--- config.mk ---
export PLATFORM = sky130hd
export DESIGN_NAME = ima_adpcm_decoder
export DESIGN_NICKNAME = d
export VERILOG_FILES = /design/src/hw/rtl/imadec_pkg.sv /design/src/hw/rtl/ima_adpcm_decoder.sv
export SDC_FILE = /design/constraint.sdc
export NUM_CORES = 1
export LEC_CHECK = 0
export ABC_AREA = 1
export BUFFER_PORTS_ARGS = -buffer_cell sky130_fd_sc_hd__buf_2
export CAP_MARGIN = 15
export CORE_MARGIN = 5
export CORE_UTILIZATION = 25
export DETAILED_ROUTE_END_ITERATION = 12
export GPL_TIMING_DRIVEN = 0
export PLACE_DENSITY = 0.5
export SLEW_MARGIN = 20
export SYNTH_ARGS = -nofsm -noshare
export SYNTH_HDL_FRONTEND = slang
export SYNTH_SLANG_ARGS = --single-unit
--- constraint.sdc ---
create_clock -name aclk -period 9.35 [get_ports aclk]
set_clock_uncertainty 0.05 [all_clocks]
set_input_delay 0 -clock aclk [delete_from_list [all_inputs] [get_ports aclk]]
set_output_delay 0 -clock aclk [all_outputs]
set_load 0.02 [all_outputs]
--- src/hw/rtl/imadec_pkg.sv ---
// Shared types, constants and lookup tables for the IMA-ADPCM decoder.
package imadec_pkg;

    typedef logic [6:0]          step_pos_t;
    typedef logic [14:0]         step_size_t;
    typedef logic signed [15:0]  pcm_t;
    typedef logic signed [4:0]   pos_move_t;

    localparam step_pos_t MaxStepPos = 7'd88;
    localparam pcm_t      PcmMax     = 16'sh7FFF;
    localparam pcm_t      PcmMin     = 16'sh8000;

    function automatic step_size_t step_size(input step_pos_t pos);
        case (pos)
            7'd0:  return 15'd7;     7'd1:  return 15'd8;     7'd2:  return 15'd9;
            7'd3:  return 15'd10;    7'd4:  return 15'd11;    7'd5:  return 15'd12;
            7'd6:  return 15'd13;    7'd7:  return 15'd14;    7'd8:  return 15'd16;
            7'd9:  return 15'd17;    7'd10: return 15'd19;    7'd11: return 15'd21;
            7'd12: return 15'd23;    7'd13: return 15'd25;    7'd14: return 15'd28;
            7'd15: return 15'd31;    7'd16: return 15'd34;    7'd17: return 15'd37;
            7'd18: return 15'd41;    7'd19: return 15'd45;    7'd20: return 15'd50;
            7'd21: return 15'd55;    7'd22: return 15'd60;    7'd23: return 15'd66;
            7'd24: return 15'd73;    7'd25: return 15'd80;    7'd26: return 15'd88;
            7'd27: return 15'd97;    7'd28: return 15'd107;   7'd29: return 15'd118;
            7'd30: return 15'd130;   7'd31: return 15'd143;   7'd32: return 15'd157;
            7'd33: return 15'd173;   7'd34: return 15'd190;   7'd35: return 15'd209;
            7'd36: return 15'd230;   7'd37: return 15'd253;   7'd38: return 15'd279;
            7'd39: return 15'd307;   7'd40: return 15'd337;   7'd41: return 15'd371;
            7'd42: return 15'd408;   7'd43: return 15'd449;   7'd44: return 15'd494;
            7'd45: return 15'd544;   7'd46: return 15'd598;   7'd47: return 15'd658;
            7'd48: return 15'd724;   7'd49: return 15'd796;   7'd50: return 15'd876;
            7'd51: return 15'd963;   7'd52: return 15'd1060;  7'd53: return 15'd1166;
            7'd54: return 15'd1282;  7'd55: return 15'd1411;  7'd56: return 15'd1552;
            7'd57: return 15'd1707;  7'd58: return 15'd1878;  7'd59: return 15'd2066;
            7'd60: return 15'd2272;  7'd61: return 15'd2499;  7'd62: return 15'd2749;
            7'd63: return 15'd3024;  7'd64: return 15'd3327;  7'd65: return 15'd3660;
            7'd66: return 15'd4026;  7'd67: return 15'd4428;  7'd68: return 15'd4871;
            7'd69: return 15'd5358;  7'd70: return 15'd5894;  7'd71: return 15'd6484;
            7'd72: return 15'd7132;  7'd73: return 15'd7845;  7'd74: return 15'd8630;
            7'd75: return 15'd9493;  7'd76: return 15'd10442; 7'd77: return 15'd11487;
            7'd78: return 15'd12635; 7'd79: return 15'd13899; 7'd80: return 15'd15289;
            7'd81: return 15'd16818; 7'd82: return 15'd18500; 7'd83: return 15'd20350;
            7'd84: return 15'd22385; 7'd85: return 15'd24623; 7'd86: return 15'd27086;
            7'd87: return 15'd29794;
            default: return 15'd32767;
        endcase
    endfunction

    function automatic pos_move_t pos_move(input logic [2:0] mag);
        case (mag) inside
            3'd0, 3'd1, 3'd2, 3'd3: return -5'sd1;
            3'd4:                   return 5'sd2;
            3'd5:                   return 5'sd4;
            3'd6:                   return 5'sd6;
            default:                return 5'sd8;
        endcase
    endfunction

endpackage

--- src/hw/rtl/ima_adpcm_decoder.sv ---
// IMA-ADPCM decoder top level: input register, nibble update, output register.
// A decode beat writes its high-nibble sample, then its low-nibble sample, to the output
// register, with one nibble update of predictor and step index per cycle while the output
// register is free; the next byte is taken in the cycle its low nibble is decoded. Sync
// beats do not wait on the output. Synchronous active-low reset clears predictor and index.
module ima_adpcm_decoder (
    input  logic                aclk,
    input  logic                aresetn,
    input  logic                s_valid,
    output logic                s_ready,
    input  logic                s_mode,
    input  logic [7:0]          s_code_byte,
    input  logic                s_frame_end,
    input  logic signed [15:0]  s_load_predictor,
    input  logic signed [7:0]   s_load_index,
    output logic                m_valid,
    input  logic                m_ready,
    output logic signed [15:0]  m_pcm_sample,
    output logic                m_last_of_frame
);

    logic                      in_valid_reg;
    logic                      in_mode_reg;
    logic [7:0]                in_byte_reg;
    logic                      in_fend_reg;
    imadec_pkg::pcm_t          in_pred_reg;
    logic signed [7:0]         in_idx_reg;
    logic                      phase_reg;
    imadec_pkg::pcm_t          pred_reg;
    imadec_pkg::step_pos_t     pos_reg;
    logic                      m_valid_reg;
    imadec_pkg::pcm_t          pcm_reg;
    logic                      last_reg;

    logic                      out_free;
    logic                      nib_go;
    logic                      sync_go;
    logic                      in_done;
    logic                      accept;
    logic [3:0]                nib;
    imadec_pkg::step_size_t    step;
    logic [16:0]               diff;
    logic signed [17:0]        sum;
    imadec_pkg::pcm_t          pred_next;
    imadec_pkg::pos_move_t     pos_step;
    logic signed [7:0]         pos_sum;
    imadec_pkg::step_pos_t     pos_next;
    imadec_pkg::step_pos_t     load_pos;

    assign out_free = !m_valid_reg || m_ready;
    assign nib_go   = in_valid_reg && !in_mode_reg && out_free;
    assign sync_go  = in_valid_reg && in_mode_reg;
    assign in_done  = sync_go || (nib_go && phase_reg);
    assign s_ready  = !in_valid_reg || in_done;
    assign accept   = s_valid && s_ready;

    always_comb begin
        nib  = phase_reg ? in_byte_reg[3:0] : in_byte_reg[7:4];
        step = imadec_pkg::step_size(pos_reg);
        diff = {2'b00, step} >> 3;
        if (nib[0]) begin
            diff = diff + ({2'b00, step} >> 2);
        end
        if (nib[1]) begin
            diff = diff + ({2'b00, step} >> 1);
        end
        if (nib[2]) begin
            diff = diff + {2'b00, step};
        end
        if (nib[3]) begin
            sum = {{2{pred_reg[15]}}, pred_reg} - $signed({1'b0, diff});
        end else begin
            sum = {{2{pred_reg[15]}}, pred_reg} + $signed({1'b0, diff});
        end
        if (sum > 18'sd32767) begin
            pred_next = imadec_pkg::PcmMax;
        end else if (sum < -18'sd32768) begin
            pred_next = imadec_pkg::PcmMin;
        end else begin
            pred_next = sum[15:0];
        end

        pos_step = imadec_pkg::pos_move(nib[2:0]);
        pos_sum  = $signed({1'b0, pos_reg}) + {{3{pos_step[4]}}, pos_step};
        if (pos_sum[7]) begin
            pos_next = '0;
        end else if (pos_sum[6:0] > imadec_pkg::MaxStepPos) begin
            pos_next = imadec_pkg::MaxStepPos;
        end else begin
            pos_next = pos_sum[6:0];
        end

        if (in_idx_reg[7]) begin
            load_pos = '0;
        end else if (in_idx_reg[6:0] > imadec_pkg::MaxStepPos) begin
            load_pos = imadec_pkg::MaxStepPos;
        end else begin
            load_pos = in_idx_reg[6:0];
        end
    end

    always_ff @(posedge aclk) begin
        if (!aresetn) begin
            in_valid_reg <= 1'b0;
            phase_reg    <= 1'b0;
            pred_reg     <= '0;
            pos_reg      <= '0;
            m_valid_reg  <= 1'b0;
        end else begin
            if (accept) begin
                in_valid_reg <= 1'b1;
                phase_reg    <= 1'b0;
            end else begin
                if (in_done) begin
                    in_valid_reg <= 1'b0;
                end
                if (nib_go) begin
                    phase_reg <= !phase_reg;
                end
            end
            if (sync_go) begin
                pred_reg <= in_pred_reg;
                pos_reg  <= load_pos;
            end else if (nib_go) begin
                pred_reg <= pred_next;
                pos_reg  <= pos_next;
            end
            if (nib_go) begin
                m_valid_reg <= 1'b1;
            end else if (m_ready) begin
                m_valid_reg <= 1'b0;
            end
        end
    end

    always_ff @(posedge aclk) begin
        if (accept) begin
            in_mode_reg <= s_mode;
            in_byte_reg <= s_code_byte;
            in_fend_reg <= s_frame_end;
            in_pred_reg <= s_load_predictor;
            in_idx_reg  <= s_load_index;
        end
        if (nib_go) begin
            pcm_reg  <= pred_next;
            last_reg <= phase_reg && in_fend_reg;
        end
    end

    assign m_valid         = m_valid_reg;
    assign m_pcm_sample    = pcm_reg;
    assign m_last_of_frame = last_reg;

    a_pos_range: assert property (@(posedge aclk) disable iff (!aresetn)
        pos_reg <= imadec_pkg::MaxStepPos)
        else $error("step index left its range");

    a_first_not_last: assert property (@(posedge aclk) disable iff (!aresetn)
        (nib_go && !phase_reg) |=> !last_reg)
        else $error("first sample of a byte flagged as frame end");

    a_decode_starts_high: assert property (@(posedge aclk) disable iff (!aresetn)
        (accept && !s_mode) |=> (in_valid_reg && !phase_reg && !in_mode_reg))
        else $error("decode beat did not start on the high nibble");

endmodule
### Word-level counts from Yosys, hierarchy flattened

Memories as Yosys holds them, arrays and structs flattened. A register that Yosys moved wholly into a read port is not among the register bits.
Cells that the tools add are included.

| storage, ports and cells | value |
|---|---|
| logic and storage cells | 74 |
| bits in read-only memories | 1920 |
| register bits after elaboration | 77 |
| output and inout port bits | 19 |
| bits in writable memories | 0 |
| memories kept | 1 |
| bits in latches | 0 |

| operators by class | value |
|---|---|
| shift-type cells | 0 |
| mux-type cells | 25 |
| multipliers | 0 |
| bitwise operators | 1 |
| div/mod/pow operators | 0 |
| eq/ne operators | 6 |
| reductions and logical operators | 19 |
| magnitude comparators | 4 |
| add/sub/neg operators | 6 |

Memory list:

| memory | depth | width | read ports | clocked after memory_dff | write ports | line | source |
|---|---|---|---|---|---|---|---|
| (name not given) | 128 | 15 | 1 | 1 | 0 | imadec_pkg.sv:14 | `case (pos)` |

Operator list:

| cell | number |
|---|---|
| 2-to-1 mux 16 bit | 4 |
| 2-to-1 mux 7 bit | 8 |
| 2-to-1 mux 17 bit | 3 |
| adder 18 x 17 -> 18 bit | 1 |
| greater-than comparator 18 x 16 -> 1 bit, second input constant | 1 |
| < comparator 18 x 16 -> 1 bit, second input constant | 1 |
| 2-to-1 mux 18 bit | 1 |
| subtractor 18 x 17 -> 18 bit | 1 |
| adder 17 x 14 -> 17 bit | 1 |
| adder 17 x 15 -> 17 bit | 1 |
| 2-to-1 mux 4 bit | 4 |
| adder 12 x 13 -> 14 bit | 1 |
| greater-than comparator 7 bit, second input constant | 2 |
| == test 3 bit, second input constant | 3 |
| adder 7 x 8 -> 8 bit | 1 |
| == test 3 x 2 -> 1 bit, second input constant | 2 |
| logical AND 1 bit | 6 |
| nonzero test 2 bit | 3 |
| 2-to-1 mux 5 bit | 1 |
| zero test 1 bit | 4 |
| 2-to-1 mux 1 bit | 4 |
| OR reduction 4 bit | 1 |
| == test 3 x 1 -> 1 bit, second input constant | 1 |
| zero test 3 bit | 1 |
| 3 further kinds | 5 |

### Longest topological paths before layout

| logic depth | value |
|---|---|
| word-level depth | 14 |
| depth in mapped cells | 49 |
| depth with buffers taken out | 48 |

### Worst setup path before layout

No wires, ideal clock.

| timing | value |
|---|---|
| path type | register to register |
| start | register, netlist name step[3] |
| end | register pcm_reg[0], in the netlist m_pcm_sample[0] (data pin) |
| required time | 9.042 ns |
| stages on the path, launching flop included | 41 |
| arrival time | 5.895 ns |
| period minus slack after synthesis | 6.203 ns |
| path slack | 3.147 ns |
| cells stage by stage | dfxtp_1 > ha_1 > inv_1 > fa_1 > inv_1 > nand2_1 > nand2_1 > nand2_1 > and2_1 > ha_1 > nand2_1 > o21ai_0 > nand2_1 > nand2_1 > nand2_1 > nand3_1 > nand2_1 > ha_1 > [5 not listed] > nand2_1 > nand2_1 > nor3b_1 > nand4_1 > nor2_1 > nand2_1 > o21ai_0 > xnor2_1 > ha_1 > inv_1 > nor3_1 > nand2_1 > o21ai_0 > xor2_1 > or2_2 > nand2_4 > buf_6 > a21oi_1 |

| on the way | value |
|---|---|
| cells in the longest elaborated chain, start to end | 11 |

RTL lines:

| what | line | source |
|---|---|---|
| adder 12 x 13 -> 14 bit | ima_adpcm_decoder.sv:62 | `diff = diff + ({2'b00, step} >> 2);` |
| 2-to-1 mux 17 bit | ima_adpcm_decoder.sv:61 | `if (nib[0]) begin` |
| adder 17 x 14 -> 17 bit | ima_adpcm_decoder.sv:65 | `diff = diff + ({2'b00, step} >> 1);` |
| 2-to-1 mux 17 bit | ima_adpcm_decoder.sv:64 | `if (nib[1]) begin` |
| adder 17 x 15 -> 17 bit | ima_adpcm_decoder.sv:68 | `diff = diff + {2'b00, step};` |
| 2-to-1 mux 17 bit * | ima_adpcm_decoder.sv:67 | `if (nib[2]) begin` |
| adder 18 x 17 -> 18 bit or subtractor 18 x 17 -> 18 bit (tied branches) | ima_adpcm_decoder.sv:73, ima_adpcm_decoder.sv:71 |  |
| 2-to-1 mux 18 bit * | ima_adpcm_decoder.sv:70 | `if (nib[3]) begin` |
| < comparator 18 x 16 -> 1 bit | ima_adpcm_decoder.sv:77 | `end else if (sum < -18'sd32768) begin` |
| 2-to-1 mux 16 bit | ima_adpcm_decoder.sv:77 |  |
| 2-to-1 mux 16 bit * | ima_adpcm_decoder.sv:75 | `if (sum > 18'sd32767) begin` |
| named net pred_next[0] | ima_adpcm_decoder.sv:44 | `imadec_pkg::pcm_t pred_next;` |
| end signal, assigned | ima_adpcm_decoder.sv:145 | `pcm_reg <= pred_next;` |
| end, declared | ima_adpcm_decoder.sv:32 | `imadec_pkg::pcm_t pcm_reg;` |

The timed path passes the listed nets; every way through them passes the cells marked *.
A chain may end at the register's enable or synchronous reset.

### Worst setup path in the final report

| timing | value |
|---|---|
| start | register, netlist name step[3] |
| end | register pcm_reg[8], in the netlist m_pcm_sample[8] (data pin) |

| on the way | value |
|---|---|
| cells in the longest elaborated chain, start to end | 11 |

RTL lines:

| what | line |
|---|---|
| adder 12 x 13 -> 14 bit | ima_adpcm_decoder.sv:62 |
| 2-to-1 mux 17 bit | ima_adpcm_decoder.sv:61 |
| adder 17 x 14 -> 17 bit | ima_adpcm_decoder.sv:65 |
| 2-to-1 mux 17 bit | ima_adpcm_decoder.sv:64 |
| adder 17 x 15 -> 17 bit | ima_adpcm_decoder.sv:68 |
| 2-to-1 mux 17 bit * | ima_adpcm_decoder.sv:67 |
| adder 18 x 17 -> 18 bit or subtractor 18 x 17 -> 18 bit (tied branches) | ima_adpcm_decoder.sv:73, ima_adpcm_decoder.sv:71 |
| 2-to-1 mux 18 bit * | ima_adpcm_decoder.sv:70 |
| < comparator 18 x 16 -> 1 bit | ima_adpcm_decoder.sv:77 |
| 2-to-1 mux 16 bit | ima_adpcm_decoder.sv:77 |
| 2-to-1 mux 16 bit * | ima_adpcm_decoder.sv:75 |
| named net pred_next[8] | ima_adpcm_decoder.sv:44 |

Marked as above.

==> key figures <==
Detailed routing
  • Wire per inst: approximately 15 µm
  • Via total after detailed routing: about 9300
  • DRT antenna net count: 0
  • DRC: 0
  • Iteration-0 DRC Markers: about 770
  • Via-to-Cell Ratio: 4.82
  • DRT Pass-1 Iters: 5
  • WL final: roughly 29000 µm

Clock network
  • Clock-pin transition on the worst setup and hold timing paths: about 0.08 ns
  • CTS resizes: 0
  • Worst skew pair latency: ~0.36 ns
  • Clk buf depth: 2
  • Post-CTS Setup Bufs: 0
  • Clock root buffer: clkbuf_16
  • CTS tree: built
  • Number of H-tree levels: 3
  • Post-CTS Hold Fix Bufs: 37
  • Clock sink total: 92
  • CTS buffer count: 9

STA
  • RSZ-0062 raised after global routing: false
  • Measured slew at the worst slew-check pin: 0.765 ns
  • Rel. slew slack: between 40% and 50%
  • Final min period: between 7 and 8 ns
  • Final setup fails: 0
  • Final Hold Vio Count: 0
  • Setup TNS Final: 0 ns
  • Slew Limit Fails: 0
  • Fmax: 129 MHz
  • Setup slack after layout: 1.61 ns
  • Period utilization: 82.8%

Synth
  • Mapped cell area: around 0.0091 mm²
  • Yosys top cell area share: roughly 17%
  • Warnings from Yosys: 0
  • Area leader, netlist: edfxtp_1
  • Mapped Avg Cell Area: around 6.7 µm²
  • Number of synthesized flops with an enable pin: 51
  • #FFs+latches synth: 92
  • Ys flop type: edfxtp_1
  • Syn nets: between 1000 and 1500
  • Synth area leaders: edfxtp_1 (17%), nand2_1 (15%), ha_1 (11%)
  • Netlist cell types: 50
  • Post-Syn Instances: 1360
  • Post-synthesis sequential area ratio: 25.9%
  • Asr flop ratio synth: 0%

Worst hold path
  • HP Class: in -> reg
  • Hold path depth: 2
  • Hold path startpoint: s_load_predictor[15]
  • Min-Delay Endpoint: in_pred_reg[15]

Placement
  • GP Congestion: approximately 0.95
  • HPWL after DPL: between 20000 and 25000 µm
  • Port Buf Inserts: 56
  • Dpl ws: about 1.7 ns

Critical path
  • Worst setup EP type: flop
  • Type of origin of the critical path: flop
  • Critical path buffer and inverter count: 4
  • Worst Setup SP: step[3]
  • CP peak stage delay: roughly 0.47 ns
  • Crit path required time: roughly 9.4 ns
  • Most used cell, CP: nand2_1
  • Worst-case reg-to-reg path depth: between 40 and 50
  • Reg2reg setup slack: 1.61 ns
  • Critical path class: reg -> reg
  • R2r startpoint: step[3]
  • CP Data Arrival Time: slightly below 8 ns
  • Critical path's top delay family: simple AND/OR/NAND/NOR gates
  • Max stage delay cell, worst path: dfxtp_1
  • CP max FO: 10
  • FF-to-FF End: m_pcm_sample[8]

Final layout
  • Layout cell share with drive strength beyond 1: between 9 and 10%
  • Fillers: roughly 3900
  • Layout area overhead: 17.2%
  • # diodes: 0
  • Nets: approximately 1600
  • Post-route core utilization: between 20% and 30%

Status
  • Outcome: finished clean

Die
  • Height of the die: approximately 200 µm
  • I/O pin count: 57
  • Core area: 0.0357 mm²
  • Die Span X: 200 µm
  • Cell Rows: slightly below 70
  • Die ar.: 0.0402 mm²
  • Initial Util: around 25%

Pwr
  • Design Power: roughly 2.2 mW
  • LEAKAGE: between 5 and 6 nW
  • Peak supply drop: 110 µV
  • PwrDens: between 200 and 250 mW/mm²

Run
  • Max-cap viol count: 0

Global route
  • Tot GR Track Use: 14.4%
  • Initial antenna violation count: 0
  • Largest net degree at the start of global routing: 20
  • Vias in the first global route: roughly 9200
  • Grt total ovfl: 0
  • First-pass GRT wire length: 47600 µm
[cell usage after synthesis, drive strengths merged (2+ instances only)]
cell,n
nand3,149
o31ai,6
o211ai,9
fa,5
dfxtp,41
or2,9
and2,9
a21oi,97
nand2,386
nand3b,3
clkbuf,18
buf,18
nor3,7
a21boi,2
xor2,25
xnor2,18
a21o,3
ha,81
a31oi,17
nor2,84
a22oi,4
edfxtp,51
o21bai,6
nand4,22
inv,174
o21a,2
o21ai,105
[layer usage]
layer / vias to the layer above / wire, µm / track usage, %
li1: 4768 / - / -
met1: 4250 / 14100 / 19.1
met2: 245 / 13000 / 23.6
met3: 60 / 1280 / 2.02
met4: 0 / 950 / 5.65
met5: - / 0 / 0
[cell families after synthesis]
logic type               synth area share [%]
AND/OR/NAND/NOR                          32.2
adder cells (fa/ha/maj)                  12.3
XOR/XNOR                                 4.15
flip-flops                               25.9
AO/OA/AOI/OAI                            16.1
buffers and inverters                    9.30
[stage by stage]
stage / cells / hold slack [ns] / cell area (µm²)
after global placement: 1877 / 0.127 / 9920
after global routing: 1933 / 0.283 / 10600
final: 1933 / 0.284 / 10600
after floorplan: 1360 / 0.0489 / 9060
after detailed placement: 1880 / 0.128 / 9990
after CTS: 1933 / 0.262 / 10600
[placed cells by master, fill, tap and decap left out, types with 14 or more instances in the layout]
cell           netlist  layout
a21oi_1             89      89
a31oi_1             17      16
buf_2               12      68
clkbuf_1            18      18
dfxtp_1             41      41
dlygate4sd3_1        0      37
edfxtp_1            51      51
ha_1                81      81
inv_1              170     170
nand2_1            371     371
nand2_2             14      14
nand3_1            142     142
nand4_1             22      22
nor2_1              81      79
o21ai_0            101     101
xnor2_1             18      18
xor2_1              25      25
[power breakdown]
part | leakage [nW] | switching [mW] | internal (mW)
combinational | 4.23 | 0.859 | 0.493
clock | 0.128 | 0.166 | 0.179
sequential | 0.822 | 0.0350 | 0.495
[final cells by class]
cell class	instances	area (µm²)	share of cell area (%)
clock inverter	7	41.3	0.389
clock buffer	9	225	2.12
tap	461	577	5.43
multi-input combinational	1058	5890	55.4
buffer	36	188	1.77
sequential	92	2350	22.1
timing repair buffer	96	701	6.59
inverter	174	656	6.17
[how the worst max path moves through the flow]
stage | cells after the start | slack [ns] | end
final | 44 | 1.61 | m_pcm_sample[8]
after global routing | 44 | 0.90 | m_pcm_sample[9]
after CTS | 44 | 1.62 | m_pcm_sample[8]
after detailed placement | 44 | 1.67 | m_pcm_sample[13]
after global placement | 44 | 1.67 | m_pcm_sample[13]
after floorplan | 40 | 3.15 | m_pcm_sample[0]
Power figures use the tool's default switching activity.
